File: config.mk
export PLATFORM = sky130hd
export DESIGN_NAME = sta_clip
export DESIGN_NICKNAME = d
export VERILOG_FILES = /design/src/rtl/sta_pkg.sv /design/src/rtl/sta_clip.sv
export SDC_FILE = /design/constraint.sdc
export NUM_CORES = 1
export LEC_CHECK = 0
export BUFFER_PORTS_ARGS = -buffer_cell sky130_fd_sc_hd__buf_4
export CAP_MARGIN = 20
export CORE_MARGIN = 1
export CORE_UTILIZATION = 31
export DETAILED_ROUTE_END_ITERATION = 8
export SLEW_MARGIN = 20
export SYNTH_ARGS = -nofsm -noshare
export SYNTH_HDL_FRONTEND = slang
export SYNTH_SLANG_ARGS = --single-unit
File: constraint.sdc
create_clock -name i_clk -period 2.46 [get_ports i_clk]
set_input_delay 0.369 -clock i_clk [delete_from_list [all_inputs] [get_ports i_clk]]
set_output_delay 0.369 -clock i_clk [all_outputs]
set_load 0.05 [all_outputs]
File: src/rtl/sta_pkg.sv
`default_nettype none

package sta_pkg;

    // Field formats
    localparam int VEC_W     = 24;
    localparam int FRAC_BITS = 16;
    localparam int ENT_W     = 20;
    localparam int OP_W      = 2;
    localparam int ROW_W     = 3 * ENT_W;

    // Internal widths: entry x component products, three-term sums, rounded midpoints
    localparam int PROD1_W = ENT_W + VEC_W;
    localparam int SUM1_W  = PROD1_W + 2;
    localparam int MID_W   = SUM1_W - FRAC_BITS;
    localparam int PROD2_W = ENT_W + MID_W;
    localparam int SUM2_W  = PROD2_W + 2;
    localparam int OUT_W   = SUM2_W - FRAC_BITS;

    typedef enum logic [OP_W-1:0] {
        OP_MOTION     = 2'd0,
        OP_FORCE      = 2'd1,
        OP_INV_MOTION = 2'd2,
        OP_INV_FORCE  = 2'd3
    } t_op;

    typedef struct packed {
        logic valid;
        t_op  op;
    } t_ctl;

    typedef logic signed [VEC_W-1:0]   t_vec;
    typedef logic signed [ENT_W-1:0]   t_ent;
    typedef logic signed [PROD1_W-1:0] t_prod1;
    typedef logic signed [SUM1_W-1:0]  t_sum1;
    typedef logic signed [MID_W-1:0]   t_mid;
    typedef logic signed [PROD2_W-1:0] t_prod2;
    typedef logic signed [SUM2_W-1:0]  t_sum2;
    typedef logic signed [OUT_W-1:0]   t_out;

    // Rounding constants, half an LSB of the result
    localparam t_sum1 HALF1 = t_sum1'(1) <<< (FRAC_BITS - 1);
    localparam t_sum2 HALF2 = t_sum2'(1) <<< (FRAC_BITS - 1);

    // Cross product index rotation: y[i] = r[NXT1]*a[NXT2] - r[NXT2]*a[NXT1]
    localparam logic [1:0] NXT1 [3] = '{2'd1, 2'd2, 2'd0};
    localparam logic [1:0] NXT2 [3] = '{2'd2, 2'd0, 2'd1};

    function automatic logic is_swap(input t_op op);
        return (op == OP_FORCE) || (op == OP_INV_FORCE);
    endfunction

    function automatic logic is_inverse(input t_op op);
        return (op == OP_INV_MOTION) || (op == OP_INV_FORCE);
    endfunction

endpackage

`default_nettype wire

File: src/rtl/sta_clip.sv
`default_nettype none

// Saturation to the vector range, angular/linear ordering, output register.
module sta_clip (
    input  logic          i_clk,
    input  logic          i_rst_n,
    input  logic          i_en,
    input  sta_pkg::t_ctl i_ctl,
    input  sta_pkg::t_mid i_x1 [3],
    input  sta_pkg::t_out i_f [3],
    output logic          o_valid,
    output sta_pkg::t_vec o_ang [3],
    output sta_pkg::t_vec o_lin [3],
    output logic          o_sat
);

    localparam sta_pkg::t_vec VMAX = {1'b0, {(sta_pkg::VEC_W-1){1'b1}}};
    localparam sta_pkg::t_vec VMIN = {1'b1, {(sta_pkg::VEC_W-1){1'b0}}};

    sta_pkg::t_vec n_ang [3];
    sta_pkg::t_vec n_lin [3];
    logic          n_sat;

    logic          r_valid;
    sta_pkg::t_vec r_ang [3];
    sta_pkg::t_vec r_lin [3];
    logic          r_sat;

    always_comb begin
        sta_pkg::t_out xa;
        sta_pkg::t_out xb;
        sta_pkg::t_vec ca;
        sta_pkg::t_vec cb;
        logic          fa;
        logic          fb;
        logic          swap;
        swap  = sta_pkg::is_swap(i_ctl.op);
        n_sat = 1'b0;
        for (int i = 0; i < 3; i++) begin
            xa = sta_pkg::t_out'(i_x1[i]);
            xb = i_f[i];
            // fits when all bits from the top down to the sign position agree
            fa = (&xa[sta_pkg::OUT_W-1:sta_pkg::VEC_W-1]) |
                 ~(|xa[sta_pkg::OUT_W-1:sta_pkg::VEC_W-1]);
            fb = (&xb[sta_pkg::OUT_W-1:sta_pkg::VEC_W-1]) |
                 ~(|xb[sta_pkg::OUT_W-1:sta_pkg::VEC_W-1]);
            ca = fa ? xa[sta_pkg::VEC_W-1:0] : (xa[sta_pkg::OUT_W-1] ? VMIN : VMAX);
            cb = fb ? xb[sta_pkg::VEC_W-1:0] : (xb[sta_pkg::OUT_W-1] ? VMIN : VMAX);
            n_sat    = n_sat | ~fa | ~fb;
            n_ang[i] = swap ? cb : ca;
            n_lin[i] = swap ? ca : cb;
        end
    end

    always_ff @(posedge i_clk) begin
        if (!i_rst_n) begin
            r_valid <= 1'b0;
        end else if (i_en) begin
            r_valid <= i_ctl.valid;
        end
    end

    always_ff @(posedge i_clk) begin
        if (i_en) begin
            r_ang <= n_ang;
            r_lin <= n_lin;
            r_sat <= n_sat;
        end
    end

    assign o_valid = r_valid;
    assign o_ang   = r_ang;
    assign o_lin   = r_lin;
    assign o_sat   = r_sat;

endmodule

`default_nettype wire

==> results_dict.tcl <==
set metrics [dict create \
    hold_viol 0 \
    path_class "primary input to flip-flop" \
    ant_nets 0 \
    grt.overflow.total 0 \
    synth_cells 622 \
    crit_path_end_kind "flip-flop" \
    drt_first_pass_iters 5 \
    drt_iter0_markers 406 \
    via_count 6622 \
    yosysSeqAreaShare 0.607 \
    register_area_um2 4370 \
    crit_start "i_f[98]" \
    clockRootBuffer "clkbuf_16" \
    rsz0062_at_grt "false" \
    yosysTopAreaCell "edfxtp_1" \
    grt_pass1_wl_um 37800 \
    mostFrequentLayoutCells "buf_4, edfxtp_1, nand2_1" \
    max-vdd-ir-drop_v 0.000394 \
    hold_class "primary input to flip-flop" \
    layout-drive-gt1-share 0.433 \
    synth_nets 826 \
    cts.sinks 146 \
    synth_compound_area_frac 0.216 \
    final_common_cell "buf_4" \
    powerDensity_nw_per_um2 718 \
    first_global_vias 6649 \
    cts_tree "yes" \
    cp.arrival_ns 2.00 \
    cpMaxStageDelayCell "or4_4" \
    dieArea_um2 23900 \
    fin_crit_ns 1.85 \
    slew_headroom 0.669 \
    synth_xor_area_frac 0 \
    r2r-end "o_valid" \
    drv_cap 0 \
    yosys.area_share.simple 0.133 \
    vias_per_cell 5.24 \
    fill_cells 2080 \
    io_pins 350 \
    hpwl_um 17900 \
    wire_per_inst_um 20.0 \
    routed_wl_um 25200 \
    ctsResizeCount 0 \
    gp_congestion 0.794 \
    synth_area_leaders "edfxtp_1, a22oi_1, a211o_1" \
    run_status "complete, no violations" \
    post_cts_buffers 0 \
    cts_max_level 4 \
    die-height_um 155 \
    synthAdderAreaFrac 0 \
    worstSkewPairLatency_ns 0.42 \
    p_leak_uw 0.00461 \
    endpoint "o_sat" \
    final_util 0.483 \
    worstPathMaxFanout 2 \
    ys_ff_latch 146 \
    clk_path_buf_depth 2 \
    drc 0 \
    setup_violations 0 \
    finalWorstSetupSlack_ns 0.614 \
    multi_input_area_um2 2620 \
    initial_core_util 0.318 \
    rows 55 \
    setup_tns_ns 0 \
    r2r_slack_ns 1.87 \
    synthDistinctLibCells 29 \
    r2r_cells 2 \
    worstPathRequired_ns 2.62 \
    die_w_um 155 \
    post-place-ws_ns 0.116 \
    start_kind "primary input" \
    timing.fmax_mhz 542 \
    coreArea_um2 22700 \
    final_nets 1170 \
    syn_area_per_cell_um2 11.6 \
    max_stage_delay_ns 0.54 \
    holdBufCountCts 0 \
    synth_top_family_by_area "compound AO/OA/AOI/OAI gates" \
    diodes 0 \
    area_delta_synth_final_pct 52.2 \
    synth_warnings 0 \
    muxShareOfSynthArea 0.0121 \
    fin_crit_sh 0.751 \
    grt_start_max_net_pins 66 \
    path_cells "buf_4 > or4_4 > nor4_4 > a31o_4 > nand4_1 > or4b_1" \
    grtUsageTotal 0.210 \
    r2r_start "o_valid" \
    report.final.slew_viol_count 0 \
    tightest_slew_ns 0.491 \
    fin_skew_ns 0 \
    cts_buffers 17 \
    antenna_found_initial 0 \
    clk_pin_slew_worst_paths_ns 0.06 \
    netlist_area_um2 7210 \
    port_buffers 348 \
    yosys.area.top_type_share 0.604 \
]
## final cells by class
| class | instances | area share |
|---|---|---|
| flip-flops and latches | 146 | 0.398 |
| repair buffers | 379 | 0.271 |
| multi-input cells | 419 | 0.238 |
| clock buffers | 20 | 0.0398 |
| well taps | 285 | 0.0325 |
| clock inverters | 12 | 0.0189 |
| inverters | 3 | 0.00103 |
## synthesized netlist by cell type
| library cell | n |
|---|---|
| a211o_1 | 46 |
| a21oi_1 | 2 |
| a22oi_1 | 92 |
| a31o_4 | 2 |
| a31oi_1 | 2 |
| and2_1 | 2 |
| and3_1 | 1 |
| and4_1 | 1 |
| buf_1 | 1 |
| buf_2 | 16 |
| clkbuf_1 | 37 |
| dfxtp_1 | 1 |
| edfxtp_1 | 145 |
| inv_1 | 3 |
| mux2_2 | 6 |
| mux2i_1 | 2 |
| nand2_1 | 102 |
| nand3_1 | 4 |
| nand4_1 | 10 |
| nor2_1 | 81 |
| nor2b_1 | 1 |
| nor3_1 | 3 |
| nor4_1 | 9 |
| nor4_4 | 2 |
| o21ai_0 | 1 |
| o2bb2ai_1 | 46 |
| or4_1 | 1 |
| or4_4 | 2 |
| or4b_1 | 1 |
## how the worst min path moves through the flow
| stage | start | endpoint | slack (ns) | cells past startpoint |
|---|---|---|---|---|
| after floorplan | i_en | o_ang[0] | 0.48 | 0 |
| after global placement | o_valid | o_valid | 0.50 | 2 |
| after detailed placement | o_valid | o_valid | 0.53 | 2 |
| after CTS | i_rst_n | o_valid | 0.18 | 2 |
| after global routing | i_rst_n | o_valid | 0.20 | 2 |
| final | i_rst_n | o_valid | 0.19 | 2 |
## worst max-delay path: cells and delay by family
family / cells / cell delay (ns)
compound gates: 1 / 0.20
buf+inv: 1 / 0.11
simple gates: 4 / 1.33
## routing by layer
metal / part of all wire / vias to the layer above / GRT usage
li1: - / 3123 / -
met1: 0.39 / 3130 / 0.252
met2: 0.51 / 334 / 0.361
met3: 0.077 / 35 / 0.0558
met4: 0.024 / 0 / 0.0806
met5: 0 / - / 0
## cells by family (layout without fill, tap and decap cells)
group	after synthesis	count (layout)
muxes	8	8
buffers and inverters	57	414
DFF	146	146
AOI/OAI and AO/OA	191	191
and+or+nand+nor	220	220
## power breakdown
group	switching (uW)	internal (uW)	total, uW
Clock	1040	1810	2850
Sequential	65.2	3010	3080
Combinational	1280	676	1950
Total	2380	5500	7880
## sequential cells by signal, summed over array words and instances (netlist names)
name,flops
o_valid,1
o_sat,1
o_ang,72
o_lin,72
## per-stage QoR
step | instance area (um2) | std cells | power, uW | hold WS, ns
finish | 11000 | 1264 | 7880 | 0.193
global route | 11000 | 1264 | 8160 | 0.200
CTS | 11000 | 1264 | 7960 | 0.178
detailed placement | 10300 | 1232 | 5090 | 0.526
global placement | 10300 | 1232 | 5080 | 0.504
floorplan | 7210 | 622 | 4240 | 0.481
(Power assumes the default switching activity.)
